**src/hdl/mkd_pkg.sv**
```systemverilog
// Package for the Morse key decoder: event codes, register indexes, the
// configuration and result types, and the letter lookup function.
// Depends on nothing; every other file of the block but mkd_key_if imports it.
package mkd_pkg;

    localparam int CFG_W     = 16;
    localparam int CFG_IDX_W = 4;

    localparam logic [CFG_IDX_W-1:0] REG_GLITCH = 4'd0;
    localparam logic [CFG_IDX_W-1:0] REG_SHORT  = 4'd1;
    localparam logic [CFG_IDX_W-1:0] REG_DOT    = 4'd2;
    localparam logic [CFG_IDX_W-1:0] REG_DASH   = 4'd3;

    localparam logic [CFG_W-1:0] GLITCH_RST = 16'd25;
    localparam logic [CFG_W-1:0] SHORT_RST  = 16'd200;
    localparam logic [CFG_W-1:0] DOT_RST    = 16'd1000;
    localparam logic [CFG_W-1:0] DASH_RST   = 16'd2000;

    localparam logic [2:0] SYM_MAX      = 3'd4;
    localparam logic [2:0] SYM_OVERLONG = 3'd5;
    localparam logic [6:0] CHAR_UNKNOWN = 7'h3F;

    typedef enum logic [1:0] {
        EV_DOT  = 2'd0,
        EV_DASH = 2'd1,
        EV_END  = 2'd2
    } t_event;

    typedef struct packed {
        logic [CFG_W-1:0] glitch_ms;
        logic [CFG_W-1:0] short_limit;
        logic [CFG_W-1:0] dot_limit;
        logic [CFG_W-1:0] dash_limit;
    } t_cfg;

    typedef struct packed {
        t_event     event_res;
        logic [6:0] letter;
        logic       letter_valid;
    } t_result;

    // Symbols are stored first at bit 0, a dash as one.
    function automatic logic [6:0] decode_letter(input logic [2:0] count,
                                                 input logic [3:0] bits);
        logic [7:0] c;
        c = 8'h3F;
        unique case (count)
            3'd1: c = bits[0] ? "T" : "E";
            3'd2: begin
                unique case (bits[1:0])
                    2'd0:    c = "I";
                    2'd1:    c = "N";
                    2'd2:    c = "A";
                    default: c = "M";
                endcase
            end
            3'd3: begin
                unique case (bits[2:0])
                    3'd0:    c = "S";
                    3'd1:    c = "D";
                    3'd2:    c = "R";
                    3'd3:    c = "G";
                    3'd4:    c = "U";
                    3'd5:    c = "K";
                    3'd6:    c = "W";
                    default: c = "O";
                endcase
            end
            3'd4: begin
                unique case (bits)
                    4'd0:    c = "H";
                    4'd1:    c = "B";
                    4'd2:    c = "L";
                    4'd3:    c = "Z";
                    4'd4:    c = "F";
                    4'd5:    c = "C";
                    4'd6:    c = "P";
                    4'd8:    c = "V";
                    4'd9:    c = "X";
                    4'd11:   c = "Q";
                    4'd13:   c = "Y";
                    4'd14:   c = "J";
                    default: c = "?";
                endcase
            end
            default: c = "?";
        endcase
        return c[6:0];
    endfunction

endpackage

```
**src/hdl/mkd_key_if.sv**
```systemverilog
// Input channel of the Morse key decoder: one sampled key level per word.
// Depends on no other file; valid/ready handshake.
interface mkd_key_if;
    logic valid;
    logic ready;
    logic key_level;

    modport source (output valid, output key_level, input ready);
    modport sink   (input valid, input key_level, output ready);
endinterface

```
**src/hdl/mkd_res_if.sv**
```systemverilog
// Output channel of the Morse key decoder: one decode event per word.
// Imports mkd_pkg, but the event field is a plain two-bit vector; valid/ready handshake.
interface mkd_res_if;
    import mkd_pkg::*;
    logic       valid;
    logic       ready;
    logic [1:0] event_res;
    logic [6:0] letter;
    logic       letter_valid;

    modport source (output valid, output event_res, output letter, output letter_valid,
                    input ready);
    modport sink   (input valid, input event_res, input letter, input letter_valid,
                    output ready);
endinterface

```
**src/hdl/mkd_cfg.sv**
```systemverilog
// Configuration register file of the Morse key decoder: four timing bounds.
// Depends on mkd_pkg for the register indexes, reset values and t_cfg.
module mkd_cfg (
    input  logic                          i_clk,
    input  logic                          i_rst_n,
    input  logic                          i_cfg_we,
    input  logic [mkd_pkg::CFG_IDX_W-1:0] i_cfg_index,
    input  logic [mkd_pkg::CFG_W-1:0]     i_cfg_data,
    output mkd_pkg::t_cfg                 o_cfg
);
    import mkd_pkg::*;

    t_cfg r_cfg;
    t_cfg n_cfg;

    always_comb begin
        n_cfg = r_cfg;
        if (i_cfg_we) begin
            unique case (i_cfg_index)
                REG_GLITCH: n_cfg.glitch_ms   = i_cfg_data;
                REG_SHORT:  n_cfg.short_limit = i_cfg_data;
                REG_DOT:    n_cfg.dot_limit   = i_cfg_data;
                REG_DASH:   n_cfg.dash_limit  = i_cfg_data;
                default:    n_cfg = r_cfg;
            endcase
        end
    end

    always_ff @(posedge i_clk) begin
        if (!i_rst_n) begin
            r_cfg.glitch_ms   <= GLITCH_RST;
            r_cfg.short_limit <= SHORT_RST;
            r_cfg.dot_limit   <= DOT_RST;
            r_cfg.dash_limit  <= DASH_RST;
        end else begin
            r_cfg <= n_cfg;
        end
    end

    assign o_cfg = r_cfg;
endmodule

```
**src/hdl/mkd_core.sv**
```systemverilog
// Per-tick decode logic: edge detection, saturating press timer, press
// classification and the dot/dash store. Depends on mkd_pkg.
module mkd_core #(
    parameter int COUNT_BITS = 16
) (
    input  logic             i_clk,
    input  logic             i_rst_n,
    input  logic             i_fire,
    input  logic             i_key_level,
    input  mkd_pkg::t_cfg    i_cfg,
    output logic             o_res_valid,
    output mkd_pkg::t_result o_res
);
    import mkd_pkg::*;

    localparam int CMP_W = (COUNT_BITS > CFG_W) ? COUNT_BITS : CFG_W;

    logic                  r_prev;
    logic [COUNT_BITS-1:0] r_elapsed;
    logic [3:0]            r_bits;
    logic [2:0]            r_count;

    logic                  n_prev;
    logic [COUNT_BITS-1:0] n_elapsed;
    logic [3:0]            n_bits;
    logic [2:0]            n_count;

    logic                  fall;
    logic                  rise;
    logic [COUNT_BITS-1:0] inc;
    logic [CMP_W-1:0]      len;
    logic [CMP_W-1:0]      lim_glitch;
    logic [CMP_W-1:0]      lim_short;
    logic [CMP_W-1:0]      lim_dot;
    logic [CMP_W-1:0]      lim_dash;
    logic                  is_end;
    logic                  is_dot;
    logic                  is_dash;

    assign fall = r_prev & ~i_key_level;
    assign rise = ~r_prev & i_key_level;
    assign inc  = (&r_elapsed) ? r_elapsed : r_elapsed + 1'b1;

    assign len        = CMP_W'(inc);
    assign lim_glitch = CMP_W'(i_cfg.glitch_ms);
    assign lim_short  = CMP_W'(i_cfg.short_limit);
    assign lim_dot    = CMP_W'(i_cfg.dot_limit);
    assign lim_dash   = CMP_W'(i_cfg.dash_limit);

    assign is_end  = rise && (len > lim_glitch) && (len < lim_short);
    assign is_dot  = rise && !is_end && (len > lim_short) && (len < lim_dot);
    assign is_dash = rise && !is_end && !is_dot && (len > lim_dot) && (len < lim_dash);

    always_comb begin
        n_prev    = i_key_level;
        n_elapsed = fall ? '0 : inc;
        n_bits    = r_bits;
        n_count   = r_count;
        if (is_end) begin
            n_bits  = '0;
            n_count = '0;
        end else if (is_dot || is_dash) begin
            if (r_count < SYM_MAX) begin
                n_bits[r_count[1:0]] = is_dash;
                n_count              = r_count + 3'd1;
            end else begin
                n_count = SYM_OVERLONG;
            end
        end
    end

    always_comb begin
        o_res_valid        = is_end || is_dot || is_dash;
        o_res.event_res    = is_end ? EV_END : (is_dash ? EV_DASH : EV_DOT);
        o_res.letter       = '0;
        o_res.letter_valid = 1'b0;
        if (is_end && (r_count != 3'd0)) begin
            o_res.letter       = decode_letter(r_count, r_bits);
            o_res.letter_valid = 1'b1;
        end
    end

    always_ff @(posedge i_clk) begin
        if (!i_rst_n) begin
            r_prev    <= 1'b0;
            r_elapsed <= '0;
            r_bits    <= '0;
            r_count   <= '0;
        end else if (i_fire) begin
            r_prev    <= n_prev;
            r_elapsed <= n_elapsed;
            r_bits    <= n_bits;
            r_count   <= n_count;
        end
    end

    a_fall_clears: assert property (@(posedge i_clk) disable iff (!i_rst_n)
        i_fire && fall |=> r_elapsed == '0)
        else $error("press timer not cleared after a falling edge");

    a_end_clears: assert property (@(posedge i_clk) disable iff (!i_rst_n)
        i_fire && is_end |=> r_count == 3'd0 && r_bits == 4'd0)
        else $error("symbol store not cleared after a letter end");

    a_count_range: assert property (@(posedge i_clk) disable iff (!i_rst_n)
        r_count <= SYM_OVERLONG)
        else $error("symbol count out of range");

    a_overlong_holds: assert property (@(posedge i_clk) disable iff (!i_rst_n)
        i_fire && r_count == SYM_OVERLONG && !is_end |=> r_count == SYM_OVERLONG)
        else $error("overlong symbol store left the overlong state");
endmodule

```
**src/hdl/morse_key_decoder.sv**
```systemverilog
// Morse key decoder top level. A key word is first taken into the input register; when the
// result register can take a word, the core decodes it and a resulting event word is registered there.
// Throughput: one key word per cycle while no result word is stalled. While a result word is stalled,
// the input register takes at most one more key word and then holds the input off.
// Reset (synchronous, active low) restores the default bounds and clears the
// edge detector, press timer and symbol store. Depends on mkd_pkg and the channels.
module morse_key_decoder #(
    parameter int COUNT_BITS = 16
) (
    input  logic                          i_clk,
    input  logic                          i_rst_n,
    input  logic                          i_cfg_we,
    input  logic [mkd_pkg::CFG_IDX_W-1:0] i_cfg_index,
    input  logic [mkd_pkg::CFG_W-1:0]     i_cfg_data,
    mkd_key_if.sink                       i_key,
    mkd_res_if.source                     o_res
);
    import mkd_pkg::*;

    t_cfg    cfg;
    t_result core_res;
    logic    core_res_valid;

    logic    r_in_valid;
    logic    r_in_key;
    logic    r_out_valid;
    t_result r_out;

    logic    advance;
    logic    fire;
    logic    in_take;

    assign advance     = !r_out_valid || o_res.ready;
    assign fire        = r_in_valid && advance;
    assign i_key.ready = !r_in_valid || advance;
    assign in_take     = i_key.valid && i_key.ready;

    mkd_cfg u_cfg (
        .i_clk       (i_clk),
        .i_rst_n     (i_rst_n),
        .i_cfg_we    (i_cfg_we),
        .i_cfg_index (i_cfg_index),
        .i_cfg_data  (i_cfg_data),
        .o_cfg       (cfg)
    );

    mkd_core #(
        .COUNT_BITS (COUNT_BITS)
    ) u_core (
        .i_clk       (i_clk),
        .i_rst_n     (i_rst_n),
        .i_fire      (fire),
        .i_key_level (r_in_key),
        .i_cfg       (cfg),
        .o_res_valid (core_res_valid),
        .o_res       (core_res)
    );

    always_ff @(posedge i_clk) begin
        if (!i_rst_n) begin
            r_in_valid <= 1'b0;
        end else if (in_take) begin
            r_in_valid <= 1'b1;
        end else if (fire) begin
            r_in_valid <= 1'b0;
        end
    end

    always_ff @(posedge i_clk) begin
        if (in_take) begin
            r_in_key <= i_key.key_level;
        end
    end

    always_ff @(posedge i_clk) begin
        if (!i_rst_n) begin
            r_out_valid <= 1'b0;
        end else if (advance) begin
            r_out_valid <= fire && core_res_valid;
        end
    end

    always_ff @(posedge i_clk) begin
        if (fire && core_res_valid) begin
            r_out <= core_res;
        end
    end

    assign o_res.valid        = r_out_valid;
    assign o_res.event_res    = r_out.event_res;
    assign o_res.letter       = r_out.letter;
    assign o_res.letter_valid = r_out.letter_valid;

    a_stall_keeps: assert property (@(posedge i_clk) disable iff (!i_rst_n)
        r_out_valid && !o_res.ready |=> r_out_valid)
        else $error("result word dropped while stalled");

    a_no_fire_stalled: assert property (@(posedge i_clk) disable iff (!i_rst_n)
        fire |-> !r_out_valid || o_res.ready)
        else $error("decode step taken while the result register is held");

    a_input_kept: assert property (@(posedge i_clk) disable iff (!i_rst_n)
        r_in_valid && !fire |=> r_in_valid)
        else $error("key word lost in the input register");
endmodule
```
**src/flat_wrapper.sv**
```systemverilog
// flat-port wrapper written by rule: the top's interface ports become plain ports
module morse_key_decoder_flat import mkd_pkg::*;
#(
    parameter int COUNT_BITS = 16
)
  (i_clk, i_rst_n, i_cfg_we, i_cfg_index, i_cfg_data, i_key_valid, i_key_key_level, i_key_ready, o_res_valid, o_res_event_res, o_res_letter, o_res_letter_valid, o_res_ready);
  mkd_key_if i_key_i ();
  mkd_res_if o_res_i ();
  input  logic i_clk;
  input  logic i_rst_n;
  input  logic i_cfg_we;
  input  logic [mkd_pkg::CFG_IDX_W-1:0] i_cfg_index;
  input  logic [mkd_pkg::CFG_W-1:0] i_cfg_data;
  input wire logic [$bits(i_key_i.valid)-1:0] i_key_valid;
  input wire logic [$bits(i_key_i.key_level)-1:0] i_key_key_level;
  output wire logic [$bits(i_key_i.ready)-1:0] i_key_ready;
  output wire logic [$bits(o_res_i.valid)-1:0] o_res_valid;
  output wire logic [$bits(o_res_i.event_res)-1:0] o_res_event_res;
  output wire logic [$bits(o_res_i.letter)-1:0] o_res_letter;
  output wire logic [$bits(o_res_i.letter_valid)-1:0] o_res_letter_valid;
  input wire logic [$bits(o_res_i.ready)-1:0] o_res_ready;
  assign i_key_i.valid = i_key_valid;
  assign i_key_i.key_level = i_key_key_level;
  assign i_key_ready = i_key_i.ready;
  assign o_res_valid = o_res_i.valid;
  assign o_res_event_res = o_res_i.event_res;
  assign o_res_letter = o_res_i.letter;
  assign o_res_letter_valid = o_res_i.letter_valid;
  assign o_res_i.ready = o_res_ready;
  morse_key_decoder #(.COUNT_BITS(COUNT_BITS)) u_core (.i_clk(i_clk), .i_rst_n(i_rst_n), .i_cfg_we(i_cfg_we), .i_cfg_index(i_cfg_index), .i_cfg_data(i_cfg_data), .i_key(i_key_i), .o_res(o_res_i));
endmodule
```
**config.mk**
```make
export PLATFORM = sky130hd
export DESIGN_NAME = morse_key_decoder_flat
export DESIGN_NICKNAME = d
export VERILOG_FILES = /design/src/hdl/mkd_pkg.sv /design/src/hdl/mkd_key_if.sv /design/src/hdl/mkd_res_if.sv /design/src/hdl/mkd_cfg.sv /design/src/hdl/mkd_core.sv /design/src/hdl/morse_key_decoder.sv /design/src/flat_wrapper.sv
export SDC_FILE = /design/constraint.sdc
export NUM_CORES = 1
export LEC_CHECK = 0
export BUFFER_PORTS_ARGS = -buffer_cell sky130_fd_sc_hd__buf_2
export CORE_UTILIZATION = 56
export CTS_CLUSTER_DIAMETER = 40
export DETAILED_ROUTE_END_ITERATION = 16
export PLACE_DENSITY = 0.77
export SLEW_MARGIN = 0
export SYNTH_ARGS = -nofsm -noshare
export SYNTH_HDL_FRONTEND = slang
export SYNTH_SLANG_ARGS = --single-unit
```
**constraint.sdc**
```tcl
create_clock -name i_clk -period 4.73 [get_ports i_clk]
set_clock_uncertainty 0.2 [all_clocks]
set_input_delay 0.2365 -clock i_clk [delete_from_list [all_inputs] [get_ports i_clk]]
set_output_delay 0.2365 -clock i_clk [all_outputs]
set_load 0.01 [all_outputs]
```
==> flow_metrics.py <==
metrics = {
    "flow_run": {
        "max_cap_viol_count": 0,
    },
    "status": {
        "failed_checks": "setup timing",
        "run_status": "finished, violations left",
    },
    "global_routing": {
        "grt_start_max_net_pins": 46,
        "met2_capacity_usage_during_global_routing_pct": 50.81,
        "gr-usage-met3_pct": 7.052,
        "first_global_vias": 5803,
        "busiest_layer": "met2",
        "global_route.overflow_total": 0,
        "grt_util_all_layers_pct": 30.31,
        "initial_antenna_violation_count": 0,
        "global_route.usage.met1_pct": 36.60,
        "grt_pass1_wl_um": 27250,
    },
    "final_layout": {
        "final_core_utilization_pct": 71.28,
        "post-route-cell-area_um2": 7795,
        "fillers": 823,
        "antenna_cells": 0,
        "layout.nets": 962,
        "final-seq-area_um2": 2283,
        "multi_input_area_um2": 3971,
        "syn_to_final_growth_pct": 22.54,
        "final_layout_size_suffix_gt1_share_pct": 20.16,
    },
    "route": {
        "wire_per_inst_um": 17.51,
        "drt_pre_antenna_iters": 6,
        "via_count": 6023,
        "drt_first_iter_violations": 425,
        "ant_nets": 0,
        "via_per_inst": 5.975,
        "post-route-drc-count": 0,
        "postRouteWirelength_um": 17660,
    },
    "timing": {
        "worst_slew_pin_slew_ns": 1.282,
        "final_hold_vios": 0,
        "layout_min_cycle_time_ns": 4.752,
        "final_max_slew_viol_count": 0,
        "final.hold.worst_slack_ns": 0.1419,
        "timing.slew.headroom_pct": 14.04,
        "worst_slack_ns": -0.02214,
        "post-route-period-util_pct": 100.5,
        "setup_viol": 1,
        "fmaxAchievable_ghz": 0.2104,
    },
    "yosys": {
        "mappedNetlistArea_um2": 6361,
        "ys.flop_type": "sky130_fd_sc_hd__dfxtp_1",
        "yosysWarnings": 0,
        "ys_top_cells_by_count": "145 x sky130_fd_sc_hd__nand2_1, 97 x sky130_fd_sc_hd__dfxtp_1, 81 x sky130_fd_sc_hd__inv_1, 77 x sky130_fd_sc_hd__a21oi_1, 73 x sky130_fd_sc_hd__ha_1",
        "share_of_flip_flops_with_an_asynchronous_set_or_reset_after_synthesis_pct": 0,
        "synth-edff-count": 11,
        "yosys.cell_types.count": 67,
        "synth_sequential_area_ratio_pct": 35.72,
        "synth_area_per_cell_um2": 8.166,
        "share_of_the_synthesized_area_in_the_top_cell_type_pct": 30.53,
        "yosysMostFrequentCell": "sky130_fd_sc_hd__nand2_1",
        "cell_count_after_synthesis": 779,
        "number_of_nets_produced_by_synthesis": 878,
        "synth-seq-cells": 108,
        "synth_top_cell_by_area": "sky130_fd_sc_hd__dfxtp_1",
        "synthTopCellsByArea": "sky130_fd_sc_hd__dfxtp_1 31%, sky130_fd_sc_hd__ha_1 14%, sky130_fd_sc_hd__nand2_1 8.6%, sky130_fd_sc_hd__a21oi_1 6.1%, sky130_fd_sc_hd__edfxtp_1 5.2%",
    },
    "setup_path": {
        "criticalPathCategory": "reg2reg",
        "required_ns": 4.81,
        "r2r.worst_path.cells": 21,
        "worst_setup_slack_for_register_to_register_paths_ns": -0.02,
        "timing.critical_path.from_type": "flop",
        "crit_fanout": 6,
        "data_arrival_time_of_the_critical_path_ns": 4.83,
        "worst_setup_path_end_kind": "flop",
    },
    "floorplanning": {
        "design.die.area_um2": 11790,
        "die_h_um": 108.6,
        "start_util_pct": 58.17,
        "core_area_um2": 10940,
        "ios": 38,
        "die_x_um": 108.6,
        "num_rows": 38,
    },
    "clock_network": {
        "clkLatencyLatePin_ns": 0.36,
        "clock_tree.htree_level_count": 3,
        "max-clock-path-buffers": 2,
        "cts_root_buf": "sky130_fd_sc_hd__clkbuf_16",
        "numCtsBuffers": 9,
        "path_clk_slew_ns": 0.07,
        "clock_sinks": 108,
        "cts_tree": "done",
    },
    "min_path": {
        "holdPathStages": 2,
        "hold_path.class": "in2reg",
    },
    "power_and_ir_drop": {
        "total_power_mw": 1.811,
        "p_per_area_nw_per_um2": 232.3,
        "power.ir.vdd_worst_v": 0.0002872,
        "leakagePower_nw": 3.178,
    },
    "placement": {
        "place_worst_setup_slack_ns": -0.1524,
        "io_buffer_count": 37,
        "place_area_um2": 6882,
        "gp_routability_congestion": 0.9456,
        "detailedPlacementHpwl_um": 12100,
    },
}
==> through the flow <==
stage | cells | TNS, ns
after floorplan | 779 | 0
after global placement | 961 | 0
after detailed placement | 961 | -0.8923
after CTS | 996 | -0.04282
after global routing | 1008 | -1.160
final | 1008 | -0.02214
==> metal layers <==
metal	routed length, um	vias up
met5	0	-
met2	8473	254
met3	1395	57
met4	646	0
met1	7140	2823
li1	-	2889
==> layout by cell type (no fill, tap or decap), types with 4 or more instances in the layout <==
| master | count |
|---|---|
| sky130_fd_sc_hd__or3_1 | 4 |
| sky130_fd_sc_hd__nand3_1 | 17 |
| sky130_fd_sc_hd__dfxtp_1 | 90 |
| sky130_fd_sc_hd__clkbuf_1 | 4 |
| sky130_fd_sc_hd__ha_4 | 6 |
| sky130_fd_sc_hd__and3_1 | 4 |
| sky130_fd_sc_hd__edfxtp_1 | 11 |
| sky130_fd_sc_hd__inv_1 | 79 |
| sky130_fd_sc_hd__buf_6 | 4 |
| sky130_fd_sc_hd__xnor2_1 | 4 |
| sky130_fd_sc_hd__clkbuf_16 | 10 |
| sky130_fd_sc_hd__o21ai_0 | 22 |
| sky130_fd_sc_hd__mux2i_1 | 6 |
| sky130_fd_sc_hd__nor2_2 | 5 |
| sky130_fd_sc_hd__a22oi_1 | 15 |
| sky130_fd_sc_hd__ha_1 | 66 |
| sky130_fd_sc_hd__a21oi_1 | 74 |
| sky130_fd_sc_hd__o211ai_1 | 19 |
| sky130_fd_sc_hd__nand4_1 | 13 |
| sky130_fd_sc_hd__and2_1 | 7 |
| sky130_fd_sc_hd__a221o_1 | 5 |
| sky130_fd_sc_hd__dfxtp_2 | 6 |
| sky130_fd_sc_hd__a21o_1 | 10 |
| sky130_fd_sc_hd__nand2_1 | 142 |
| sky130_fd_sc_hd__dlygate4sd3_1 | 19 |
| sky130_fd_sc_hd__buf_4 | 47 |
| sky130_fd_sc_hd__nor3_1 | 6 |
| sky130_fd_sc_hd__buf_2 | 37 |
| sky130_fd_sc_hd__a211oi_2 | 5 |
| sky130_fd_sc_hd__nor2_1 | 37 |
==> critical path, stage by stage (launching register included) <==
cell and delay [ns]:
sky130_fd_sc_hd__dfxtp_4 0.37, sky130_fd_sc_hd__ha_4 0.13, sky130_fd_sc_hd__nand4_1 0.12, sky130_fd_sc_hd__nor4_4 0.32, sky130_fd_sc_hd__buf_4 0.20, sky130_fd_sc_hd__nor2_4 0.07
sky130_fd_sc_hd__nand3_2 0.13, sky130_fd_sc_hd__xnor2_2 0.17, sky130_fd_sc_hd__buf_4 0.18, sky130_fd_sc_hd__ha_1 0.25, sky130_fd_sc_hd__a21o_1 0.18, sky130_fd_sc_hd__nand3_1 0.14
sky130_fd_sc_hd__a21oi_1 0.11, sky130_fd_sc_hd__a211oi_2 0.30, sky130_fd_sc_hd__a211oi_4 0.13, sky130_fd_sc_hd__buf_4 0.17, sky130_fd_sc_hd__a2111oi_4 0.49, sky130_fd_sc_hd__a221o_2 0.34
sky130_fd_sc_hd__ha_4 0.15, sky130_fd_sc_hd__inv_1 0.06, sky130_fd_sc_hd__mux2_2 0.29, sky130_fd_sc_hd__o21ai_1 0.18
==> flip-flops by register name, summed over array words and instances (netlist names), named ones only <==
register	count
u_core.o_res.event_res	2
u_core.o_res.letter	7
u_core.o_res.letter_valid	1
u_core.o_res.valid	1
u_core.r_in_key	1
u_core.r_in_valid	1
u_core.u_cfg.o_cfg	64
u_core.u_core.r_bits	4
u_core.u_core.r_count	3
u_core.u_core.r_elapsed	16
u_core.u_core.r_prev	1
==> layout make-up <==
class | instances | share of cell area [%]
Clock inverter | 1 | 0.06421
Tap cell | 140 | 2.247
Timing Repair Buffer | 107 | 9.920
Sequential cell | 108 | 29.29
Inverter | 82 | 3.949
Multi-Input combinational cell | 555 | 50.95
Clock buffer | 15 | 3.579
==> power breakdown <==
part	leakage (nW)	total, mW	switching, mW	internal [mW]
Combinational	2.16	0.132	0.0815	0.0509
Sequential	0.876	0.939	0.00662	0.932
Clock	0.139	0.740	0.335	0.404
Total	3.18	1.81	0.424	1.39
==> kinds of logic (layout without fill, tap and decap cells) <==
logic type | Yosys count | count (layout) | share of synthesized area, %
compound gates | 190 | 190 | 20.04
xor+xnor | 11 | 11 | 1.515
fa+ha+maj | 73 | 73 | 14.36
buf+inv | 116 | 205 | 7.081
flops | 108 | 108 | 35.72
mux | 10 | 10 | 1.652
simple gates | 271 | 271 | 19.63
==> worst paths after layout <==
check | from | to
min reg2reg | u_core.u_cfg.o_cfg[63] | u_core.u_cfg.o_cfg[63]
max | u_core.u_core.r_elapsed[1] | flop
min | i_rst_n | u_core.u_cfg.o_cfg[48]
max reg2reg | u_core.u_core.r_elapsed[1] | flop
==> timing repair <==
action	in CTS	in global routing
setup buffers	0	15
gates resized for setup	6	67
pin swaps	0	25
endpoints found under the hold margin	67	0
endpoints found under the setup margin	20	21
hold buffers	19	0
Note: power is estimated with default switching activity, not from simulation.
